File: config.mk
export PLATFORM = sky130hd
export DESIGN_NAME = source_line_comment_depth_meter_core_flat
export DESIGN_NICKNAME = d
export VERILOG_FILES = /design/src/sv/slcdm_pkg.sv /design/src/sv/slcdm_if.sv /design/src/sv/source_line_comment_depth_meter_core.sv /design/src/flat_wrapper.sv
export VERILOG_INCLUDE_DIRS = /design/src /design/src/sv
export SDC_FILE = /design/constraint.sdc
export NUM_CORES = 1
export LEC_CHECK = 0
export ABC_AREA = 1
export BUFFER_PORTS_ARGS = -buffer_cell sky130_fd_sc_hd__buf_2
export CAP_MARGIN = 20
export CORE_UTILIZATION = 55
export DETAILED_ROUTE_END_ITERATION = 12
export GPL_TIMING_DRIVEN = 0
export PLACE_DENSITY = 0.85
export SKIP_LAST_GASP = 1
export SLEW_MARGIN = 20
export SYNTH_ARGS = -nofsm -noshare
export SYNTH_HDL_FRONTEND = slang
export SYNTH_SLANG_ARGS = --single-unit
File: constraint.sdc
create_clock -name clk_i -period 6.15 [get_ports clk_i]
set_input_delay 0 -clock clk_i [delete_from_list [all_inputs] [get_ports clk_i]]
set_output_delay 0 -clock clk_i [all_outputs]
set_load 0.01 [all_outputs]
File: src/sv/source_line_comment_depth_meter_core_assert.svh
// Assertion macros shared by the comment depth meter RTL.
// Expects clk_i and rst_ni to be visible where a macro is used.
`ifndef SOURCE_LINE_COMMENT_DEPTH_METER_CORE_ASSERT_SVH
`define SOURCE_LINE_COMMENT_DEPTH_METER_CORE_ASSERT_SVH

// Checked on every rising edge outside of reset.
`define SLCDM_ASSERT(lbl, prop, msg) \
  lbl: assert property (@(posedge clk_i) disable iff (!rst_ni) (prop)) else $error(msg);

// Checked on every rising edge, reset included.
`define SLCDM_ASSERT_ALWAYS(lbl, prop, msg) \
  lbl: assert property (@(posedge clk_i) (prop)) else $error(msg);

`endif

File: src/sv/slcdm_pkg.sv
// Types, character codes and helper functions for the comment depth meter.
// No dependencies; used by the interfaces and the core.
`timescale 1ns / 1ps

package slcdm_pkg;

  localparam int unsigned OutCountWidth = 32;
  localparam int unsigned DepthWidth    = 16;
  localparam int unsigned DeepestWidth  = 15;
  localparam int unsigned LexWidth      = 3;

  localparam logic [7:0] ChLf        = 8'h0A;
  localparam logic [7:0] ChTab       = 8'h09;
  localparam logic [7:0] ChVt        = 8'h0B;
  localparam logic [7:0] ChFf        = 8'h0C;
  localparam logic [7:0] ChCr        = 8'h0D;
  localparam logic [7:0] ChSpace     = 8'h20;
  localparam logic [7:0] ChDquote    = 8'h22;
  localparam logic [7:0] ChSquote    = 8'h27;
  localparam logic [7:0] ChStar      = 8'h2A;
  localparam logic [7:0] ChSlash     = 8'h2F;
  localparam logic [7:0] ChBackslash = 8'h5C;
  localparam logic [7:0] ChLbrace    = 8'h7B;
  localparam logic [7:0] ChRbrace    = 8'h7D;

  localparam logic [LexWidth-1:0] LexCode  = 3'd0;
  localparam logic [LexWidth-1:0] LexLine  = 3'd1;
  localparam logic [LexWidth-1:0] LexBlock = 3'd2;
  localparam logic [LexWidth-1:0] LexStr   = 3'd3;
  localparam logic [LexWidth-1:0] LexChr   = 3'd4;

  localparam logic signed [DepthWidth-1:0] DepthMax = 16'sh7FFF;
  localparam logic signed [DepthWidth-1:0] DepthMin = 16'sh8000;

  typedef enum logic [4:0] {
    MODE_CODE  = 5'b00001,
    MODE_LINE  = 5'b00010,
    MODE_BLOCK = 5'b00100,
    MODE_STR   = 5'b01000,
    MODE_CHR   = 5'b10000
  } mode_e;

  function automatic logic is_text(input logic [7:0] c);
    return !(c == ChSpace || c == ChTab || c == ChLf || c == ChCr ||
             c == ChVt || c == ChFf);
  endfunction

  function automatic logic [LexWidth-1:0] lex_code(input mode_e m);
    logic [LexWidth-1:0] code;
    unique case (m)
      MODE_CODE:  code = LexCode;
      MODE_LINE:  code = LexLine;
      MODE_BLOCK: code = LexBlock;
      MODE_STR:   code = LexStr;
      MODE_CHR:   code = LexChr;
      default:    code = LexCode;
    endcase
    return code;
  endfunction

endpackage

File: src/sv/slcdm_if.sv
// Valid/ready channel interfaces for the comment depth meter.
// Depends on slcdm_pkg for field widths.
`timescale 1ns / 1ps

interface slcdm_char_if;
  logic       valid;
  logic       ready;
  logic [7:0] char_in;

  modport source (output valid, output char_in, input ready);
  modport sink (input valid, input char_in, output ready);
endinterface

interface slcdm_result_if;
  logic                                          valid;
  logic                                          ready;
  logic [slcdm_pkg::OutCountWidth-1:0]           line_count;
  logic [slcdm_pkg::OutCountWidth-1:0]           blank_count;
  logic [slcdm_pkg::OutCountWidth-1:0]           comment_count;
  logic signed [slcdm_pkg::DepthWidth-1:0]       brace_depth;
  logic [slcdm_pkg::DeepestWidth-1:0]            deepest;
  logic [slcdm_pkg::LexWidth-1:0]                lex_mode;

  modport source (output valid, output line_count, output blank_count,
                  output comment_count, output brace_depth, output deepest,
                  output lex_mode, input ready);
  modport sink (input valid, input line_count, input blank_count,
                input comment_count, input brace_depth, input deepest,
                input lex_mode, output ready);
endinterface

File: src/sv/source_line_comment_depth_meter_core.sv
// Comment depth meter core: lexical mode tracking, line, blank-segment and
// comment counters, brace depth. Depends on slcdm_pkg, slcdm_if.sv and the
// assertion macro header.
//
// Usage: one byte of C source enters per transfer on in_i (char_in). For each
// byte, exactly one result leaves on out_o carrying the running counts after
// that byte: line_count, blank_count, comment_count, brace_depth, deepest and
// the lexical mode code lex_mode.
// Latency: the result is valid on the cycle after the input transfer.
// Throughput: one byte per cycle while out_o.ready is high. The state
// registers themselves are the result register, so a new byte is taken
// in the same cycle that the previous result is taken by the receiver.
// Stall: while out_o.valid is high and out_o.ready is low the result holds
// and in_i.ready is low; no byte is taken until the result transfers.
// Reset: rst_ni low clears the mode to code, the line count to one, all
// other counts and the depth to zero, and drops out_o.valid.
// COUNT_WIDTH sets the internal counter width; the counters saturate at
// their maximum and the output fields carry the low 32 bits.
`timescale 1ns / 1ps
`include "source_line_comment_depth_meter_core_assert.svh"

module source_line_comment_depth_meter_core #(
  parameter int unsigned COUNT_WIDTH = 32
) (
  input  logic               clk_i,
  input  logic               rst_ni,
  slcdm_char_if.sink         in_i,
  slcdm_result_if.source     out_o
);

  localparam logic [COUNT_WIDTH-1:0] CountOne = COUNT_WIDTH'(1);
  localparam logic [COUNT_WIDTH-1:0] CountTop = {COUNT_WIDTH{1'b1}};

  slcdm_pkg::mode_e                          mode_q, mode_d;
  logic [7:0]                                prior_q;
  logic                                      seg_text_q, seg_text_d;
  logic [COUNT_WIDTH-1:0]                    lines_q, lines_d;
  logic [COUNT_WIDTH-1:0]                    blanks_q, blanks_d;
  logic [COUNT_WIDTH-1:0]                    comments_q, comments_d;
  logic signed [slcdm_pkg::DepthWidth-1:0]   depth_q, depth_d;
  logic [slcdm_pkg::DeepestWidth-1:0]        depth_max_q, depth_max_d;
  logic                                      out_valid_q;

  logic       in_fire;
  logic [7:0] c;
  logic       closed;
  logic       c_text;
  logic       prior_bs;

  assign in_fire  = in_i.valid && in_i.ready;
  assign in_i.ready = !out_valid_q || out_o.ready;
  assign c        = in_i.char_in;
  assign c_text   = slcdm_pkg::is_text(c);
  assign prior_bs = (prior_q == slcdm_pkg::ChBackslash);

  always_comb begin
    mode_d      = mode_q;
    lines_d     = lines_q;
    comments_d  = comments_q;
    depth_d     = depth_q;
    depth_max_d = depth_max_q;
    closed      = 1'b0;

    priority if (c == slcdm_pkg::ChLf) begin
      if (lines_q != CountTop) lines_d = lines_q + CountOne;
      closed = 1'b1;
      if (mode_q == slcdm_pkg::MODE_LINE) mode_d = slcdm_pkg::MODE_CODE;
    end else begin
      unique case (mode_q)
        slcdm_pkg::MODE_CODE: begin
          priority if (c == slcdm_pkg::ChDquote) begin
            closed = 1'b1;
            mode_d = slcdm_pkg::MODE_STR;
          end else if (c == slcdm_pkg::ChSquote) begin
            closed = 1'b1;
            mode_d = slcdm_pkg::MODE_CHR;
          end else if (prior_q == slcdm_pkg::ChSlash &&
                       (c == slcdm_pkg::ChSlash || c == slcdm_pkg::ChStar)) begin
            if (comments_q != CountTop) comments_d = comments_q + CountOne;
            closed = 1'b1;
            mode_d = (c == slcdm_pkg::ChSlash) ? slcdm_pkg::MODE_LINE
                                               : slcdm_pkg::MODE_BLOCK;
          end else if (c == slcdm_pkg::ChLbrace) begin
            if (depth_q != slcdm_pkg::DepthMax) depth_d = depth_q + 16'sd1;
            // A depth above the current maximum is always non-negative.
            if (depth_d > $signed({1'b0, depth_max_q})) begin
              depth_max_d = depth_d[slcdm_pkg::DeepestWidth-1:0];
            end
          end else if (c == slcdm_pkg::ChRbrace) begin
            if (depth_q != slcdm_pkg::DepthMin) depth_d = depth_q - 16'sd1;
          end else begin
            closed = 1'b0;
          end
        end
        slcdm_pkg::MODE_BLOCK: begin
          if (c == slcdm_pkg::ChSlash && prior_q == slcdm_pkg::ChStar) begin
            closed = 1'b1;
            mode_d = slcdm_pkg::MODE_CODE;
          end
        end
        slcdm_pkg::MODE_STR: begin
          if (c == slcdm_pkg::ChDquote && !prior_bs) begin
            closed = 1'b1;
            mode_d = slcdm_pkg::MODE_CODE;
          end
        end
        slcdm_pkg::MODE_CHR: begin
          if (c == slcdm_pkg::ChSquote && !prior_bs) begin
            closed = 1'b1;
            mode_d = slcdm_pkg::MODE_CODE;
          end
        end
        default: begin
          mode_d = mode_q;
        end
      endcase
    end

    // A closing byte ends the segment; it was blank if neither it nor any
    // earlier byte of the segment was text.
    blanks_d = blanks_q;
    if (closed) begin
      seg_text_d = 1'b0;
      if (!seg_text_q && !c_text && blanks_q != CountTop) begin
        blanks_d = blanks_q + CountOne;
      end
    end else begin
      seg_text_d = seg_text_q || c_text;
    end
  end

  always_ff @(posedge clk_i or negedge rst_ni) begin
    if (!rst_ni) begin
      mode_q      <= slcdm_pkg::MODE_CODE;
      prior_q     <= 8'h00;
      seg_text_q  <= 1'b0;
      lines_q     <= CountOne;
      blanks_q    <= '0;
      comments_q  <= '0;
      depth_q     <= '0;
      depth_max_q <= '0;
      out_valid_q <= 1'b0;
    end else begin
      if (in_fire) begin
        mode_q      <= mode_d;
        prior_q     <= c;
        seg_text_q  <= seg_text_d;
        lines_q     <= lines_d;
        blanks_q    <= blanks_d;
        comments_q  <= comments_d;
        depth_q     <= depth_d;
        depth_max_q <= depth_max_d;
        out_valid_q <= 1'b1;
      end else if (out_o.ready) begin
        out_valid_q <= 1'b0;
      end
    end
  end

  logic [63:0] lines_ext, blanks_ext, comments_ext;
  assign lines_ext    = 64'(lines_q);
  assign blanks_ext   = 64'(blanks_q);
  assign comments_ext = 64'(comments_q);

  assign out_o.valid         = out_valid_q;
  assign out_o.line_count    = lines_ext[slcdm_pkg::OutCountWidth-1:0];
  assign out_o.blank_count   = blanks_ext[slcdm_pkg::OutCountWidth-1:0];
  assign out_o.comment_count = comments_ext[slcdm_pkg::OutCountWidth-1:0];
  assign out_o.brace_depth   = depth_q;
  assign out_o.deepest       = depth_max_q;
  assign out_o.lex_mode      = slcdm_pkg::lex_code(mode_q);

  // A newline transfer always advances the line count unless it is saturated.
  `SLCDM_ASSERT(a_newline_counts, (in_fire && c == slcdm_pkg::ChLf) |=> (lines_q == $past(lines_q) + CountOne || lines_q == CountTop), "newline did not advance line count")

  // A non-negative depth never exceeds the recorded maximum.
  `SLCDM_ASSERT(a_deepest_bound, (depth_q[slcdm_pkg::DepthWidth-1] || depth_q[slcdm_pkg::DeepestWidth-1:0] <= depth_max_q), "brace depth above deepest")

  // Comments are only counted on a slash or star byte.
  `SLCDM_ASSERT(a_comment_only_on_opener, (in_fire && c != slcdm_pkg::ChSlash && c != slcdm_pkg::ChStar) |=> $stable(comments_q), "comment count moved without opener")

  // State only moves on an input transfer.
  `SLCDM_ASSERT(a_state_holds, !in_fire |=> ($stable(lines_q) && $stable(mode_q) && $stable(depth_q)), "state changed without transfer")

endmodule
File: src/flat_wrapper.sv
// flat-port wrapper written by rule: the top's interface ports become plain ports
module source_line_comment_depth_meter_core_flat 
#(
  parameter int unsigned COUNT_WIDTH = 32
)
  (clk_i, rst_ni, in_i_valid, in_i_char_in, in_i_ready, out_o_valid, out_o_line_count, out_o_blank_count, out_o_comment_count, out_o_brace_depth, out_o_deepest, out_o_lex_mode, out_o_ready);
  slcdm_char_if in_i_i ();
  slcdm_result_if out_o_i ();
  input  logic clk_i;
  input  logic rst_ni;
  input wire logic [$bits(in_i_i.valid)-1:0] in_i_valid;
  input wire logic [$bits(in_i_i.char_in)-1:0] in_i_char_in;
  output wire logic [$bits(in_i_i.ready)-1:0] in_i_ready;
  output wire logic [$bits(out_o_i.valid)-1:0] out_o_valid;
  output wire logic [$bits(out_o_i.line_count)-1:0] out_o_line_count;
  output wire logic [$bits(out_o_i.blank_count)-1:0] out_o_blank_count;
  output wire logic [$bits(out_o_i.comment_count)-1:0] out_o_comment_count;
  output wire logic [$bits(out_o_i.brace_depth)-1:0] out_o_brace_depth;
  output wire logic [$bits(out_o_i.deepest)-1:0] out_o_deepest;
  output wire logic [$bits(out_o_i.lex_mode)-1:0] out_o_lex_mode;
  input wire logic [$bits(out_o_i.ready)-1:0] out_o_ready;
  assign in_i_i.valid = in_i_valid;
  assign in_i_i.char_in = in_i_char_in;
  assign in_i_ready = in_i_i.ready;
  assign out_o_valid = out_o_i.valid;
  assign out_o_line_count = out_o_i.line_count;
  assign out_o_blank_count = out_o_i.blank_count;
  assign out_o_comment_count = out_o_i.comment_count;
  assign out_o_brace_depth = out_o_i.brace_depth;
  assign out_o_deepest = out_o_i.deepest;
  assign out_o_lex_mode = out_o_i.lex_mode;
  assign out_o_i.ready = out_o_ready;
  source_line_comment_depth_meter_core #(.COUNT_WIDTH(COUNT_WIDTH)) u_core (.clk_i(clk_i), .rst_ni(rst_ni), .in_i(in_i_i), .out_o(out_o_i));
endmodule
==> metrics list <==
- For the final database, setup skew stands at 0.01002 ns.
- Biggest fanout along the worst timing path: 10
- Compared with the post-synthesis result, the final layout area differs by 17.21%.
- Most frequent standard cell in the layout excluding fill and tap cells: nand2_1
* Remaining global-route overflow: 0
- The H-tree was split into 4 levels.
- Status: completed
* Antenna Violating Nets Remaining: 0
* Area share of the largest cell type after synthesis: 35.02%
- At the worst endpoint, the required time is 6.51 ns.
- The tree is rooted in a clkbuf_16.
* Maximum vdd drop: 189.9 µV
- The later pin in the worst-skew pair is clocked with a latency of 0.43 ns.
- Share of the clock period used by the worst path after layout: 60.02%
* Number of flops mapped to enable cells by yosys: 0
- Endpoint kind of the worst setup timing path: register
- Worst slew margin: 64.21%
- Of all flip-flops after synthesis, the portion carrying an async set or reset was 100.0%.
- Sequential share of the synthesized area: 35.54%
* Largest net degree at the start of global routing: 90
* Design area: 11730 µm²
* Share of post-route cells with drive strength above 1: 14.70%
- Via count of the routed design: 10150
* Wire length per cell: 15.10 µm
* Starting Density: 57.05%
- Via count of the first global-routing pass: 9600
- Post-Syn Area per Cell: 6.857 µm²
* Final HPWL DP: 21220 µm
* Wire length of the first global-routing pass: 46420 µm
- Count of state elements after synthesis: 142
* Detailed Route Iter0 Violations: 943
- Initial antenna violation count: 0
* Actual slew at the worst max-slew pin: 0.5327 ns
- Setup repair after global routing left no endpoint under its margin.
- The worst register-to-register path has a setup slack of 2.46 ns.
- Setup violations remaining at the end of the flow were counted as 0.
- Once placement finished, the instance area stood at 11040 µm².
- In this run the core area contains 48 standard-cell rows.
- Netlist Area Pre-Place: 10000 µm²
* Resize count post-CTS: 0
- Synthesis warning total: 0
- TritonCTS built the clock tree.
* Synth area leaders: dfrtp_1 35%, nand2_1 19%, xor2_1 7.1%, inv_1 5.2%, nand3_1 5.1%
- Max-cap violations: 0
- Net Count, Synth: 1492
* Top library cells by usage in the layout, fill and taps aside: 515 x nand2_1, 158 x buf_2, 140 x dfrtp_1
- The floorplan step set the die height to 136.9 µm.
* All-Layer GR Usage: 31.49%
- Hold repair after CTS inserted 11 buffers.
* Inserted Diodes: 0
- Number of buffers created by CTS: 17
- The tree built by TritonCTS fans out to 142 sinks.
- Cell type contributing the most total cell area after synthesis: dfrtp_1
* Detailed Routing Iterations Pass 1: 6
- Distinct cell type count after synthesis: 41
- Total number of nets in the final design: 1666
* Leakage power: 5.954 nW
- Seq. cell area: 3556 µm²
* Quantity of I/O buffers inserted on ports: 143
- The worst setup path is launched from a register.
- STA puts the critical path data arrival time at 4.05 ns.
* Die outline area: 18730 µm²
- Num ports: 144
* Multi-input gate area: 5640 µm²
* Layout fillers: 1588
- Number of hold violations in the final report: 0
- Buffers from clock root to sink, at most: 2
- Clock transition at path regs: 0.07 ns
- Cell count after synthesis: 1459
- Post-Route WL: 28250 µm
- The die is 136.9 µm wide.
* Fmax achieved: 0.2709 GHz
- The most used flip-flop cell after synthesis is dfrtp_1.
- Placeable core region: 17540 µm²
- In this run the power density over the cells is 190.3 nW/µm².
- Using the TritonRoute via totals, the vias-per-cell ratio works out to 5.424.
- Total chip power: 2.231 mW
- Number of post-CTS setup repair buffers: 0
- Counting I/O delays and the setup requirement, the final critical path takes 3.691 ns.
- Final GP Congestion: 0.9746
- By startpoint and endpoint, the worst setup path is classified as reg2reg.
- After detailed routing, the number of remaining DRC violations is 0.
- Total negative slack: 0 ns
* Final slew viol count: 0
- Worst min-delay path category: in2async
## cell usage after synthesis, types with 2 or more instances
cell type	count
nor4_1	3
nand3_2	3
clkbuf_1	13
nand4_1	67
dfstp_2	2
nor2_4	4
buf_2	16
o21ai_1	8
o211ai_1	5
buf_6	5
nor2_1	132
nor3b_1	2
o21ai_0	48
xor2_1	81
xnor2_1	22
nand2_1	515
dfrtp_1	140
inv_2	6
nor2_2	7
nand3_1	101
and3_1	2
inv_1	139
nand2_2	4
a21oi_1	12
buf_4	8
nor3_1	67
clkbuf_2	3
nor3_2	5
nand3b_1	7
ha_1	21
## registers in the layout, indices dropped and copies added, names as in the netlist
register,count
u_core.out_o.brace_depth,16
u_core.prior_q,8
u_core.out_o.valid,1
u_core.out_o.line_count,32
u_core.mode_q,5
u_core.out_o.comment_count,32
u_core.out_o.blank_count,32
u_core.seg_text_q,1
u_core.out_o.deepest,15
## cells by family (layout without fill, tap and decap cells)
family | Yosys count | count (layout) | share of synthesized area, %
simple gates | 925 | 925 | 40.65
buf+inv | 191 | 378 | 8.079
fa+ha+maj | 21 | 21 | 2.626
compound gates | 77 | 77 | 4.090
flops | 142 | 142 | 35.54
xor+xnor | 103 | 103 | 9.017
## per-stage QoR
stage | hold WS, ns | utilization (%) | setup WS, ns | std cells
after detailed placement | -0.05842 | 62.95 | 2.559 | 1828
after global placement | 0.2079 | 62.74 | 2.678 | 1827
final | 0.08901 | 66.87 | 2.459 | 1871
after floorplan | -0.2956 | - | 3.197 | 1459
after CTS | 0.08056 | 66.87 | 2.521 | 1871
after global routing | 0.1307 | 66.87 | 2.093 | 1871
## power by group
group	internal, mW	switching [mW]
Clock	0.600	0.423
Combinational	0.0737	0.151
Sequential	0.961	0.0231
## cell type report
class,instances,area share (%)
buffer,46,2.251
clock buffer,20,3.724
clock inverter,12,1.195
inverter,145,4.642
multi-input combinational,1126,48.10
sequential,142,30.32
tap,225,2.401
timing repair buffer,155,7.362
## path summary, 6_finish.rpt
kind                                                          from                                        to  cells after the start
max reg2reg                u_core.out_o.brace_depth[1]$_DFFE_PN0P_      u_core.out_o.deepest[10]$_DFFE_PN0P_                     20
min in group clk_i                                     out_o_ready    u_core.out_o.line_count[0]$_DFFE_PN1P_                      5
max in group asynchronous                                   rst_ni              u_core.mode_q[0]$_DFFE_PN1P_                      3
max                        u_core.out_o.brace_depth[1]$_DFFE_PN0P_      u_core.out_o.deepest[10]$_DFFE_PN0P_                     20
min reg2reg                           u_core.mode_q[0]$_DFFE_PN1P_              u_core.mode_q[0]$_DFFE_PN1P_                      2
min                                                         rst_ni  u_core.out_o.blank_count[11]$_DFFE_PN0P_                      2
## metal layers
metal  GRT usage, %  up-vias  wire length (µm)
met4          10.56        0               503
met2          52.23      371             13510
met5              0        -                 0
met3          4.926       46              1789
met1          41.82     4693             12450
li1               -     5039                 -
## worst max-delay path, cell delays in order (launching register included)
cell and delay [ns]:
dfrtp_1 0.48, ha_1 0.33, inv_1 0.09, nor2_2 0.26
nand4_4 0.21, buf_1 0.27, nand2_1 0.20, ha_1 0.17
nand2_1 0.08, nor2_1 0.19, nand2_1 0.07, nor2_1 0.09
nand2_1 0.06, nand3_1 0.06, nand2_1 0.05, nand2_1 0.05
nand2_1 0.05, nand2_1 0.24, clkbuf_1 0.42, nand3_1 0.15
nand2_1 0.10
(Power assumes the default switching activity.)
